**src/dea_pkg.sv**
```systemverilog
// Shared types, codes and constants of the double-ended arena allocator.
`default_nettype none
package dea_pkg;

  // Mark stack geometry
  localparam int MARK_DEPTH = 8;
  localparam int MARK_IDX_W = (MARK_DEPTH > 1) ? $clog2(MARK_DEPTH) : 1;
  localparam int MARK_CNT_W = $clog2(MARK_DEPTH + 1);

  // Alignment is a power of two: ALIGN_BYTES = 2**ALIGN_LG
  localparam int ALIGN_LG    = 2;
  localparam int ALIGN_BYTES = 1 << ALIGN_LG;

  // Field widths
  localparam int ADDR_W  = 32;
  localparam int SIZE_W  = 24;
  localparam int RSIZE_W = SIZE_W + 1;
  localparam int ID_W    = 3;
  localparam int MODE_W  = 4;
  localparam int IDX_W   = 4;
  localparam int FREE_W  = 25;

  // Configuration port
  localparam int REG_ADDR_W = 4;
  localparam int APB_DATA_W = 32;

  typedef enum logic [MODE_W-1:0] {
    MODE_RESET    = 4'd0,
    MODE_ALLOC_LO = 4'd1,
    MODE_ALLOC_HI = 4'd2,
    MODE_REALLOC  = 4'd3,
    MODE_CLR_HI   = 4'd4,
    MODE_PUSH     = 4'd5,
    MODE_POP      = 4'd6,
    MODE_POP_TO   = 4'd7,
    MODE_CLR_LO   = 4'd8,
    MODE_QUERY    = 4'd9
  } mode_e;

  typedef enum logic [1:0] {
    REG_PACK_BASE  = 2'd0,
    REG_PACK_SIZE  = 2'd1,
    REG_HIGH_RESET = 2'd2
  } reg_idx_e;

  typedef enum logic [1:0] {
    ST_IDLE,
    ST_EXEC,
    ST_FREE
  } state_e;

  typedef struct packed {
    logic [ADDR_W-1:0] pack_base;
    logic [SIZE_W-1:0] pack_size;
    logic [ADDR_W-1:0] high_reset_addr;
  } cfg_t;

  typedef struct packed {
    logic capture;   // latch request, read mark entry
    logic exec;      // update arena state, latch address/error
    logic load_out;  // load result register
  } cmd_t;

endpackage
`default_nettype wire

```
**src/dea_regs.sv**
```systemverilog
// APB configuration registers of the arena allocator.
`default_nettype none
module dea_regs (
  input  wire logic                             clk_i,
  input  wire logic                             rst_ni,
  input  wire logic                             psel,
  input  wire logic                             penable,
  input  wire logic                             pwrite,
  input  wire logic [dea_pkg::REG_ADDR_W-1:0]   paddr,
  input  wire logic [dea_pkg::APB_DATA_W-1:0]   pwdata,
  output logic      [dea_pkg::APB_DATA_W-1:0]   prdata,
  output logic                                  pready,
  output dea_pkg::cfg_t                         cfg_o
);

  dea_pkg::cfg_t cfg_q, cfg_d;
  logic          wr_en;
  logic [1:0]    reg_sel;

  assign pready  = 1'b1;
  assign wr_en   = psel & penable & pwrite;
  assign reg_sel = paddr[3:2];

  always_comb begin
    cfg_d = cfg_q;
    if (wr_en) begin
      unique case (reg_sel)
        dea_pkg::REG_PACK_BASE:  cfg_d.pack_base       = pwdata;
        dea_pkg::REG_PACK_SIZE:  cfg_d.pack_size       = pwdata[dea_pkg::SIZE_W-1:0];
        dea_pkg::REG_HIGH_RESET: cfg_d.high_reset_addr = pwdata;
        default: ;
      endcase
    end
  end

  always_comb begin
    unique case (reg_sel)
      dea_pkg::REG_PACK_BASE:  prdata = cfg_q.pack_base;
      dea_pkg::REG_PACK_SIZE:  prdata = {8'd0, cfg_q.pack_size};
      dea_pkg::REG_HIGH_RESET: prdata = cfg_q.high_reset_addr;
      default:                 prdata = '0;
    endcase
  end

  always_ff @(posedge clk_i or negedge rst_ni) begin
    if (!rst_ni) begin
      cfg_q <= '0;
    end else begin
      cfg_q <= cfg_d;
    end
  end

  assign cfg_o = cfg_q;

endmodule
`default_nettype wire

```
**src/dea_ctrl.sv**
```systemverilog
// Sequencer of the arena allocator: capture, execute, result load.
`default_nettype none
module dea_ctrl (
  input  wire logic    clk_i,
  input  wire logic    rst_ni,
  input  wire logic    in_valid_i,
  output logic         in_ready_o,
  output logic         out_valid_o,
  input  wire logic    out_ready_i,
  output dea_pkg::cmd_t cmd_o
);

  dea_pkg::state_e state_q, state_d;
  logic            out_valid_q, out_valid_d;
  logic            out_free;

  assign out_free = ~out_valid_q | out_ready_i;

  always_comb begin
    state_d = state_q;
    unique case (state_q)
      dea_pkg::ST_IDLE: if (in_valid_i) state_d = dea_pkg::ST_EXEC;
      dea_pkg::ST_EXEC: state_d = dea_pkg::ST_FREE;
      dea_pkg::ST_FREE: if (out_free) state_d = dea_pkg::ST_IDLE;
      default:          state_d = dea_pkg::ST_IDLE;
    endcase
  end

  always_comb begin
    in_ready_o       = 1'b0;
    cmd_o            = '0;
    unique case (state_q)
      dea_pkg::ST_IDLE: begin
        in_ready_o    = 1'b1;
        cmd_o.capture = in_valid_i;
      end
      dea_pkg::ST_EXEC: cmd_o.exec = 1'b1;
      dea_pkg::ST_FREE: cmd_o.load_out = out_free;
      default: ;
    endcase
  end

  assign out_valid_d = cmd_o.load_out | (out_valid_q & ~out_ready_i);
  assign out_valid_o = out_valid_q;

  always_ff @(posedge clk_i or negedge rst_ni) begin
    if (!rst_ni) begin
      state_q     <= dea_pkg::ST_IDLE;
      out_valid_q <= 1'b0;
    end else begin
      state_q     <= state_d;
      out_valid_q <= out_valid_d;
    end
  end

endmodule
`default_nettype wire

```
**src/dea_dpath.sv**
```systemverilog
// Arena pointers, mark stack memory and result register of the allocator.
`default_nettype none
module dea_dpath (
  input  wire logic                           clk_i,
  input  wire logic                           rst_ni,
  input  wire dea_pkg::cmd_t                  cmd_i,
  input  wire dea_pkg::cfg_t                  cfg_i,
  input  wire logic [dea_pkg::MODE_W-1:0]     mode_i,
  input  wire logic [dea_pkg::SIZE_W-1:0]     alloc_size_i,
  input  wire logic [dea_pkg::ID_W-1:0]       mark_id_i,
  output logic      [dea_pkg::ADDR_W-1:0]     address_o,
  output logic      [dea_pkg::IDX_W-1:0]      mark_index_o,
  output logic      [dea_pkg::FREE_W-1:0]     free_bytes_o,
  output logic                                error_o
);

  localparam int AW = dea_pkg::ADDR_W;
  localparam int RW = dea_pkg::RSIZE_W;
  localparam int CW = dea_pkg::MARK_CNT_W;
  localparam int IW = dea_pkg::MARK_IDX_W;

  // Request latch
  logic [dea_pkg::MODE_W-1:0] mode_q;
  logic [dea_pkg::SIZE_W-1:0] size_q;
  logic [dea_pkg::ID_W-1:0]   id_q;
  logic [AW-1:0]              mark_rd_q;

  // Arena state
  logic [AW-1:0] low_q, low_d, high_q, high_d;
  logic [RW-1:0] last_q, last_d;
  logic [CW-1:0] count_q, count_d;

  // Step result before the free count is added
  logic [AW-1:0]              addr_q, addr_d;
  logic                       err_q, err_d;
  logic [dea_pkg::IDX_W-1:0]  idx_q;

  // Result register
  logic [AW-1:0]               out_addr_q;
  logic [dea_pkg::IDX_W-1:0]   out_idx_q;
  logic [dea_pkg::FREE_W-1:0]  out_free_q, free_sat;
  logic                        out_err_q;

  logic [AW-1:0] mark_mem [dea_pkg::MARK_DEPTH];
  logic [IW-1:0] rd_addr;
  logic [CW-1:0] count_dec;
  logic          push_ok;

  logic [AW-1:0] free_now, free_new;
  logic          fits;
  logic [RW-1:0] rnd;

  // Mark read address: top of stack for pop, the named mark otherwise
  assign count_dec = count_q - CW'(1);
  assign rd_addr   = (mode_i == dea_pkg::MODE_POP) ? count_dec[IW-1:0] : IW'(mark_id_i);

  always_ff @(posedge clk_i) begin
    if (cmd_i.capture) begin
      mode_q    <= mode_i;
      size_q    <= alloc_size_i;
      id_q      <= mark_id_i;
      mark_rd_q <= mark_mem[rd_addr];
    end
    if (cmd_i.exec && push_ok) begin
      mark_mem[count_q[IW-1:0]] <= low_q;
    end
  end

  assign free_now = high_q - low_q;
  assign fits     = !($signed(free_now) < $signed({8'd0, size_q}));
  assign rnd      = ({1'b0, size_q} + RW'(dea_pkg::ALIGN_BYTES - 1))
                    & ~RW'(dea_pkg::ALIGN_BYTES - 1);
  assign push_ok  = (mode_q == dea_pkg::MODE_PUSH) && (count_q < CW'(dea_pkg::MARK_DEPTH));

  always_comb begin
    low_d   = low_q;
    high_d  = high_q;
    last_d  = last_q;
    count_d = count_q;
    err_d   = 1'b0;
    addr_d  = low_q;
    case (mode_q)
      dea_pkg::MODE_RESET: begin
        low_d   = cfg_i.pack_base;
        high_d  = cfg_i.pack_base + AW'(cfg_i.pack_size);
        count_d = '0;
        addr_d  = cfg_i.pack_base;
      end
      dea_pkg::MODE_ALLOC_LO: begin
        if (fits) begin
          last_d = rnd;
          low_d  = low_q + AW'(rnd);
        end else begin
          err_d  = 1'b1;
        end
      end
      dea_pkg::MODE_ALLOC_HI: begin
        if (fits) begin
          last_d = rnd;
          high_d = high_q - AW'(rnd);
          addr_d = high_d;
        end else begin
          err_d  = 1'b1;
        end
      end
      dea_pkg::MODE_REALLOC: begin
        low_d  = low_q - AW'(last_q) + AW'(rnd);
        last_d = rnd;
        addr_d = low_d;
      end
      dea_pkg::MODE_CLR_HI: high_d = cfg_i.high_reset_addr;
      dea_pkg::MODE_PUSH: begin
        if (push_ok) count_d = count_q + CW'(1);
        else         err_d   = 1'b1;
      end
      dea_pkg::MODE_POP: begin
        if (count_q != '0) begin
          count_d = count_dec;
          low_d   = mark_rd_q;
          addr_d  = mark_rd_q;
        end else begin
          err_d   = 1'b1;
        end
      end
      dea_pkg::MODE_POP_TO: begin
        if (CW'(id_q) < count_q) begin
          count_d = CW'(id_q);
          low_d   = mark_rd_q;
          addr_d  = mark_rd_q;
        end else begin
          err_d   = 1'b1;
        end
      end
      dea_pkg::MODE_CLR_LO: begin
        count_d = '0;
        low_d   = cfg_i.pack_base;
        addr_d  = cfg_i.pack_base;
      end
      default: ;
    endcase
    if (err_d) begin
      low_d   = low_q;
      high_d  = high_q;
      last_d  = last_q;
      count_d = count_q;
      addr_d  = '0;
    end
  end

  always_ff @(posedge clk_i or negedge rst_ni) begin
    if (!rst_ni) begin
      low_q   <= '0;
      high_q  <= '0;
      last_q  <= '0;
      count_q <= '0;
    end else if (cmd_i.exec) begin
      low_q   <= low_d;
      high_q  <= high_d;
      last_q  <= last_d;
      count_q <= count_d;
    end
  end

  always_ff @(posedge clk_i) begin
    if (cmd_i.exec) begin
      addr_q <= addr_d;
      err_q  <= err_d;
      idx_q  <= dea_pkg::IDX_W'(count_q);
    end
  end

  // Saturate the signed distance between the pointers to the 25-bit range
  assign free_new = high_q - low_q;
  always_comb begin
    if (!free_new[AW-1] && (free_new[AW-1:dea_pkg::FREE_W-1] != '0)) begin
      free_sat = {1'b0, {(dea_pkg::FREE_W-1){1'b1}}};
    end else if (free_new[AW-1] && (free_new[AW-1:dea_pkg::FREE_W-1] != '1)) begin
      free_sat = {1'b1, {(dea_pkg::FREE_W-1){1'b0}}};
    end else begin
      free_sat = free_new[dea_pkg::FREE_W-1:0];
    end
  end

  always_ff @(posedge clk_i) begin
    if (cmd_i.load_out) begin
      out_addr_q <= addr_q;
      out_idx_q  <= idx_q;
      out_free_q <= free_sat;
      out_err_q  <= err_q;
    end
  end

  assign address_o    = out_addr_q;
  assign mark_index_o = out_idx_q;
  assign free_bytes_o = out_free_q;
  assign error_o      = out_err_q;

endmodule
`default_nettype wire

```
**src/double_ended_arena_allocator_core.sv**
```systemverilog
// Top level of the double-ended arena allocator with a mark stack.
//
// Each request item carries a mode (reset arena, allocate low, allocate high,
// resize last allocation, clear high end, push mark, pop mark, pop to mark,
// clear low end, query; unused codes act as query) and gives exactly one
// result item: an address, the mark count before the step, the signed free
// byte count after the step (saturated to 25 bits) and an error flag. A
// refused request (too little space, full or empty mark stack, bad mark id)
// returns address 0 with error set and leaves every pointer and the mark
// stack untouched. Sizes are rounded up to ALIGN_BYTES; the space check uses
// the unrounded size. An item goes through capture, execute and result load:
// capture latches the request and reads the mark memory, execute checks
// and updates the arena pointers, and result load computes the free count
// into the result register. The next item is accepted once the result
// register has been loaded, so a new request is not taken before the
// previous one is through; a stalled result holds the sequencer in its last
// step until the register frees up. Configuration registers sit on an APB
// port at byte addresses 0 (pack_base), 4 (pack_size) and 8 (high_reset_addr)
// and must only be written while no request is in flight. Mark entries that
// were never pushed hold unknown data; valid pops never read them.
`default_nettype none
module double_ended_arena_allocator_core (
  input  wire logic                            clk_i,
  input  wire logic                            rst_ni,
  // Request stream
  input  wire logic                            s_axis_tvalid,
  output logic                                 s_axis_tready,
  input  wire logic [31:0]                     s_axis_tdata,  // alloc_size[23:0], mark_id[26:24]
  input  wire logic [3:0]                      s_axis_tuser,  // mode[3:0]
  // Result stream
  output logic                                 m_axis_tvalid,
  input  wire logic                            m_axis_tready,
  output logic      [63:0]                     m_axis_tdata,  // address[31:0], mark_index[35:32],
                                                              // free_bytes[60:36]
  output logic      [0:0]                      m_axis_tuser,  // error[0]
  // Configuration port
  input  wire logic                            psel,
  input  wire logic                            penable,
  input  wire logic                            pwrite,
  input  wire logic [dea_pkg::REG_ADDR_W-1:0]  paddr,
  input  wire logic [dea_pkg::APB_DATA_W-1:0]  pwdata,
  output logic      [dea_pkg::APB_DATA_W-1:0]  prdata,
  output logic                                 pready
);

  dea_pkg::cfg_t cfg;
  dea_pkg::cmd_t cmd;

  logic [dea_pkg::ADDR_W-1:0] address;
  logic [dea_pkg::IDX_W-1:0]  mark_index;
  logic [dea_pkg::FREE_W-1:0] free_bytes;
  logic                       error;

  dea_regs u_regs (
    .clk_i   (clk_i),
    .rst_ni  (rst_ni),
    .psel    (psel),
    .penable (penable),
    .pwrite  (pwrite),
    .paddr   (paddr),
    .pwdata  (pwdata),
    .prdata  (prdata),
    .pready  (pready),
    .cfg_o   (cfg)
  );

  // Sequencer: one item in flight, result register decoupled from the output
  dea_ctrl u_ctrl (
    .clk_i       (clk_i),
    .rst_ni      (rst_ni),
    .in_valid_i  (s_axis_tvalid),
    .in_ready_o  (s_axis_tready),
    .out_valid_o (m_axis_tvalid),
    .out_ready_i (m_axis_tready),
    .cmd_o       (cmd)
  );

  dea_dpath u_dpath (
    .clk_i        (clk_i),
    .rst_ni       (rst_ni),
    .cmd_i        (cmd),
    .cfg_i        (cfg),
    .mode_i       (s_axis_tuser),
    .alloc_size_i (s_axis_tdata[23:0]),
    .mark_id_i    (s_axis_tdata[26:24]),
    .address_o    (address),
    .mark_index_o (mark_index),
    .free_bytes_o (free_bytes),
    .error_o      (error)
  );

  // Pack the result fields, lowest field first
  assign m_axis_tdata = {3'd0, free_bytes, mark_index, address};
  assign m_axis_tuser = error;

  // One request at a time: the port closes right after an accept
  a_one_in_flight: assert property (@(posedge clk_i) disable iff (!rst_ni)
    s_axis_tvalid && s_axis_tready |=> !s_axis_tready)
    else $error("request accepted while another is in flight");

  // A refused request always reports address zero
  a_err_addr_zero: assert property (@(posedge clk_i) disable iff (!rst_ni)
    m_axis_tvalid && m_axis_tuser[0] |-> m_axis_tdata[31:0] == 32'd0)
    else $error("error result with nonzero address");

  // Reported mark count never exceeds the stack depth
  a_idx_range: assert property (@(posedge clk_i) disable iff (!rst_ni)
    m_axis_tvalid |-> m_axis_tdata[35:32] <= 4'(dea_pkg::MARK_DEPTH))
    else $error("mark count beyond stack depth");

  // A result becomes valid only after a command sequence, never from idle
  a_out_after_exec: assert property (@(posedge clk_i) disable iff (!rst_ni)
    $rose(m_axis_tvalid) |-> $past(cmd.load_out))
    else $error("result valid without a load");

endmodule
`default_nettype wire
```
**config.mk**
```make
export PLATFORM = sky130hd
export DESIGN_NAME = double_ended_arena_allocator_core
export DESIGN_NICKNAME = d
export VERILOG_FILES = /design/src/dea_pkg.sv /design/src/dea_regs.sv /design/src/dea_ctrl.sv /design/src/dea_dpath.sv /design/src/double_ended_arena_allocator_core.sv
export SDC_FILE = /design/constraint.sdc
export NUM_CORES = 1
export LEC_CHECK = 0
export ABC_AREA = 1
export BUFFER_PORTS_ARGS = -buffer_cell sky130_fd_sc_hd__buf_2
export CORE_UTILIZATION = 30
export CTS_CLUSTER_SIZE = 10
export DETAILED_ROUTE_END_ITERATION = 8
export SLEW_MARGIN = 5
export SYNTH_ARGS = -nofsm -noshare
export SYNTH_HDL_FRONTEND = slang
export SYNTH_HIERARCHICAL = 1
export SYNTH_SLANG_ARGS = --single-unit
```
**constraint.sdc**
```tcl
create_clock -name clk_i -period 7.15 [get_ports clk_i]
set_input_delay 1.43 -clock clk_i [delete_from_list [all_inputs] [get_ports clk_i]]
set_output_delay 1.43 -clock clk_i [all_outputs]
set_load 0.1 [all_outputs]
```
# After elaboration in Yosys (flattened, before gate mapping)
# Memories as Yosys holds them, arrays and structs flattened. A register that Yosys moved wholly into a read port is not among the register bits.
# Index checks and enable logic that the tools add are counted.
dict set report totals {
  memories 1
  out_inout_bits 100
  in_bits 79
  ramBits 256
  word_cells 117
  reg_bits 314
}
dict set report op_classes {
  reduce_logical 24
  mux 31
  n_addsub 9
  bitwise_logic 8
  order_cmp 3
  n_eq_ne 22
}
# memory depth word_bits rd rd_ports_with_merged_regs wr line_no
set memory_table {}
lappend memory_table {u_dpath.mark_mem 8 32 1 1 1 dea_dpath.sv:44} ;# logic [AW-1:0] mark_mem [dea_pkg::MARK_DEPTH];
# op count
set op_table {}
lappend op_table {{32-bit one-hot mux with 5 select lines} 2}
lappend op_table {{32-bit one-hot mux with 3 select lines} 2}
lappend op_table {{32-bit 2-to-1 mux} 5}
lappend op_table {{32-bit by 25-bit adder with 32-bit output} 2}
lappend op_table {{32-bit by 25-bit subtractor with 32-bit output} 2}
lappend op_table {{25-bit 2-to-1 mux} 2}
lappend op_table {{25-bit one-hot mux with 2 select lines} 1}
lappend op_table {{32-bit by 24-bit adder with 32-bit output} 1}
lappend op_table {{32-bit by 25-bit < comparator with 1-bit output} 1}
lappend op_table {{32-bit subtractor} 1}
lappend op_table {{24-bit by 2-bit adder with 25-bit output (second input constant)} 1}
lappend op_table {{4-bit by 3-bit equality test with 1-bit output (second input constant)} 5}
lappend op_table {{4-bit one-hot mux with 4 select lines} 1}
lappend op_table {{4-bit 2-to-1 mux} 3}
lappend op_table {{4-bit AND reduction} 3}
lappend op_table {{1-bit 2-to-1 mux} 10}
lappend op_table {{4-bit by 2-bit equality test with 1-bit output (second input constant)} 2}
lappend op_table {{2-bit by 1-bit != test with 1-bit output (second input constant)} 4}
lappend op_table {{2-bit != test (second input constant)} 4}
lappend op_table {{8-bit != test (second input constant)} 1}
lappend op_table {{2-bit AND reduction} 4}
lappend op_table {{4-bit nonzero test} 2}
lappend op_table {{8-bit nonzero test} 1}
lappend op_table {{2-bit one-hot mux with 3 select lines} 1}
lappend op_table {{23 further kinds} 36}

# Depth between registers and ports, before layout
dict set report depth {
  ltp_word 6
  ltp_mapped 29
}

# Modules after synthesis
# Netlist, hierarchy kept.
# module cells_per_inst n_inst seq_area_each_um2 area_each_um2
set by_module_without_submodules {}
lappend by_module_without_submodules {dea_dpath 3742 1 14829.2 31661.6}
lappend by_module_without_submodules {dea_regs 516 1 2202.1 3908.7}
lappend by_module_without_submodules {dea_ctrl 18 1 75.1 142.6}
lappend by_module_without_submodules {double_ended_arena_allocator_core 4 1 0.0 26.3}

# Least setup slack after synthesis
# OpenSTA, ideal clock, no wires.
dict set report synth_path {
  kind {input to register}
  from {in s_axis_tvalid}
  to {reg u_dpath/id_q[0] (netlist bit) (enable)}
  arrival_time_ns 5.991
  path_stages 1
  setup_slack_ns 0.585
  cell_sequence {nor3b_1}
}
dict set report synth_via {
  elab_chain_len 1
}
# element line_no
set synth_rtl {}
lappend synth_rtl {{start: declaration} double_ended_arena_allocator_core.sv:26} ;# input wire logic s_axis_tvalid,
lappend synth_rtl {{1-bit 2-to-1 mux} dea_ctrl.sv:32} ;# unique case (state_q)
lappend synth_rtl {{end signal: assignment} dea_dpath.sv:61} ;# id_q <= mark_id_i;
lappend synth_rtl {{end: declaration} dea_dpath.sv:25} ;# logic [dea_pkg::ID_W-1:0] id_q;
# Every way passes these cells.
# A chain may end at the register's enable or synchronous reset.

# Worst setup path in the final report
dict set report layout_path {
  from {reg u_dpath.low_q[3]}
  to {reg u_dpath.addr_q[31] (data pin)}
}
dict set report layout_via {
  elab_chain_len 4
}
# element line_no
set layout_rtl {}
lappend layout_rtl {{start: declaration} dea_dpath.sv:29} ;# logic [AW-1:0] low_q, low_d, high_q, high_d;
lappend layout_rtl {{start signal: assignment} dea_dpath.sv:157} ;# low_q <= low_d;
lappend layout_rtl {{32-bit subtractor} dea_dpath.sv:69} ;# assign free_now = high_q - low_q;
lappend layout_rtl {{32-bit by 25-bit < comparator with 1-bit output} dea_dpath.sv:70} ;# assign fits = !($signed(free_now) < $signed({8'd0, size_q}));
lappend layout_rtl {{32-bit 2-to-1 mux / 1-bit 2-to-1 mux (equally long branches)} {dea_dpath.sv:98, dea_dpath.sv:90}}
lappend layout_rtl {{32-bit one-hot mux with 5 select lines / 1-bit one-hot mux with 4 select lines (equally long branches)} dea_dpath.sv:82} ;# case (mode_q)
lappend layout_rtl {{end signal: assignment} dea_dpath.sv:166} ;# addr_q <= addr_d;
lappend layout_rtl {{end: declaration} dea_dpath.sv:34} ;# logic [AW-1:0] addr_q, addr_d;
# Several ways; a longest one is shown, not always the timed one.

==> impl_metrics.toml <==
[run_status]
outcome = "completed"

[finish]
fin_nets = 4686
area_growth_syn_to_layout_pct = 13.3
multi_input_area_um2 = 16600
num-fill-cells = 12200
regArea_um2 = 17100
final_util = 0.343
drive_gt1_frac = 0.0913
final_cell_area_um2 = 40500

[clocking]
cts-root-buf = "clkbuf_16"
cts_max_level = 3
holdBufCountCts = 0
cts_tree = "yes"
cts.sinks = 600
cts_resized = 0
cts_made_buffers = 74
cts_buffer_depth = 3
clk_pin_slew_worst_paths_ns = 0.06
clk-insertion-delay-late_ns = 0.67
post_cts_buffers = 0

[logic_synthesis]
ys_warn_count = 6
syn_avg_cell_area_um2 = 8.35
synth_seq_cells = 600
synth_cell_type_count = 53
netlist_top_cells_area = "edfxtp_1, nand2_1, dfrtp_1"
synth_cells = 4280
ys_seq_area_frac = 0.479
ys.flop_type = "edfxtp_1"
synth_area_um2 = 35700
synth_area_leader_cell = "edfxtp_1"
synth_common_cells = "nand2_1, edfxtp_1, inv_1"
synth_top_area_share = 0.351
synth.most_common_cell = "nand2_1"
synth_edf_count = 418
async_flop_share = 0.303

[setup_path]
path_class = "reg2reg"
path_delay_family = "simple AND/OR/NAND/NOR gates"
cp_max_fo = 33
crit_path_top_delay_cell = "dfrtp_1"
start_kind = "flip-flop"
cp-end-kind = "flip-flop"
cp_data_arrival_time_ns = 6.01
crit_top_cell = "nand2_1"
crit_chain = "inv_1 -> ha_1 -> nand2_1 -> nor2_1 -> nand2_1 -> nand2_1 -> nand2_1 -> nand2_2 -> xor2_1 -> ha_1 -> nand2_1 -> inv_1 -> nand3_1 -> inv_1 -> a21oi_1 -> nand2_1 -> a21oi_1 -> nand3_4 -> nand2_4 -> nand2_2 -> nand2_1 -> nand2_1 -> a21oi_1"
crit_required_ns = 7.51
cp_num_buf_inv = 3
max_stage_delay_ns = 0.70

[placed_design]
hpwl_um = 96100
port_buffers = 167
globalplace.congestion = 1.01
post-place-ws_ns = 1.58
placed_cell_area_um2 = 38200

[sta]
hold-worst-slack_ns = 0.418
setup_ws_ns = 1.50
post-route-period-util = 0.790
fmax_mhz = 177
finalCriticalPeriod_ns = 5.65
setup-tns-final_ns = 0
max_slew_margin = 0.156
rsz0062_at_grt = "no"
finalSetupViolations = 0
worst_pin_slew_ns = 1.26
skew_ns = 0.0352
drv_slew = 0
hold_viol_final = 0

[floorplan]
pin_count = 179
dieArea_um2 = 121000
row_count = 126
die_w_um = 347
design.core.area_um2 = 118000
initial_core_util = 0.303
fp.dieH_um = 347

[routing]
drc = 0
via_count = 30900
drtIter0Drc = 3332
routed_wl_um = 130000
first_pass_iters = 8
wire_per_inst_um = 21.6
drtAntennaViolNets = 0
avgViaCountPerCell = 5.15

[grt]
antenna_found_initial = 13
grt_pass1_wl_um = 191000
grt_max_degree = 139
grtUsageTotal = 0.212
grt_pass1_vias = 28800
overflow = 0

[power]
power_density_nw_per_um2 = 502
p_leak_nw = 17.9
vdd_drop_max_v = 0.000276

[run]
drv_cap = 0

[hold_path]
hp-class = "reg2reg"
-- per-layer routing --
layer / vias to the layer above / wire length [um] / global-route usage
met1: 14800 / 57600 / 0.298
li1: 14800 / - / -
met3: 188 / 10100 / 0.0381
met5: - / 60 / 0
met4: 10 / 3990 / 0.0712
met2: 1203 / 58100 / 0.327
-- final cells by class --
type,count,area share
flip-flops and latches,600,0.422
multi-input cells,3138,0.409
clock buffers,111,0.0507
well taps,1536,0.0475
inverters,393,0.0365
repair buffers,209,0.0293
clock inverters,17,0.00479
diodes,2,0.000124
-- power breakdown --
| part | internal, W | switching [W] |
|---|---|---|
| Clock | 0.00203 | 0.00150 |
| Sequential | 0.00468 | 0.000826 |
| Combinational | 0.00327 | 0.00800 |
| Total | 0.00999 | 0.0103 |
-- state kept, by name, summed over array words and instances, names as in the netlist --
register and count:
u_dpath/addr_q 32, u_dpath/mode_q 4, u_dpath/id_q 3, u_dpath/mark_index_o 4
u_dpath/low_q 32, u_dpath/last_q 23, u_dpath/free_bytes_o 25, u_dpath/idx_q 4
u_dpath/mark_mem 256, u_dpath/size_q 24, u_ctrl/state_q 2, u_regs/cfg_o 88
u_dpath/address_o 32, u_ctrl/out_valid_o 1, u_dpath/error_o 1, u_dpath/high_q 32
u_dpath/mark_rd_q 32, u_dpath/count_q 4, u_dpath/err_q 1
-- worst paths after layout --
kind,startpoint,end,slack (ns),cells past startpoint
setup / recovery,u_dpath/low_q[3],u_dpath/addr_q[31],1.50,23
hold / removal,u_dpath/idx_q[3],u_dpath/mark_index_o[3],0.42,0
setup reg to reg,u_dpath/low_q[3],u_dpath/addr_q[31],1.50,23
hold reg to reg,u_dpath/idx_q[3],u_dpath/mark_index_o[3],0.42,0
max in group asynchronous,rst_ni,u_dpath/count_q[0],5.14,2
min in group asynchronous,rst_ni,u_regs/cfg_o[55],0.73,1
-- placed cells by master, fill, tap and decap left out, types with 26 or more instances in the layout --
cell type     n
nand2_1    1295
edfxtp_1    418
inv_1       371
nor2_1      361
o21ai_0     275
a21oi_1     213
nand3_1     211
dfrtp_1     182
buf_2       166
ha_1        164
nand4_1      88
clkbuf_16    75
o21bai_1     74
a31oi_1      52
xor2_1       46
buf_4        40
nor3_1       39
o22ai_1      39
clkbuf_1     32
fa_1         27
o21ai_1      26
-- per-stage QoR --
| step | cells | power (W) |
|---|---|---|
| 4_1_cts | 6004 | 0.0202 |
| 6_report | 6006 | 0.0203 |
| 3_3_place_gp | 5876 | 0.0165 |
| 2_1_floorplan | 4282 | 0.0133 |
| 3_5_place_dp | 5876 | 0.0166 |
| 5_1_grt | 6005 | 0.0218 |
-- cell families (layout without fill, tap and decap cells) --
group	Yosys count	count (layout)	synth area share
AND/OR/NAND/NOR	2079	2079	0.240
buffers and inverters	544	730	0.0618
flip-flops	600	600	0.479
multiplexers	4	4	0.00112
adder cells (fa/ha/maj)	191	191	0.0725
other	2	6	0.000210
AO/OA/AOI/OAI	796	796	0.130
XOR/XNOR	64	64	0.0157
-- worst register-to-register path, stage by stage, from the launching register on --
cell	delay (ns)
dfrtp_1	0.70
inv_1	0.26
ha_1	0.44
nand2_1	0.12
nor2_1	0.17
nand2_1	0.08
nand2_1	0.11
nand2_1	0.09
nand2_2	0.14
xor2_1	0.24
ha_1	0.29
nand2_1	0.10
inv_1	0.04
nand3_1	0.08
inv_1	0.05
a21oi_1	0.13
nand2_1	0.11
a21oi_1	0.24
nand3_4	0.24
nand2_4	0.40
nand2_2	0.47
nand2_1	0.20
nand2_1	0.10
a21oi_1	0.54
Power figures use the tool's default switching activity.
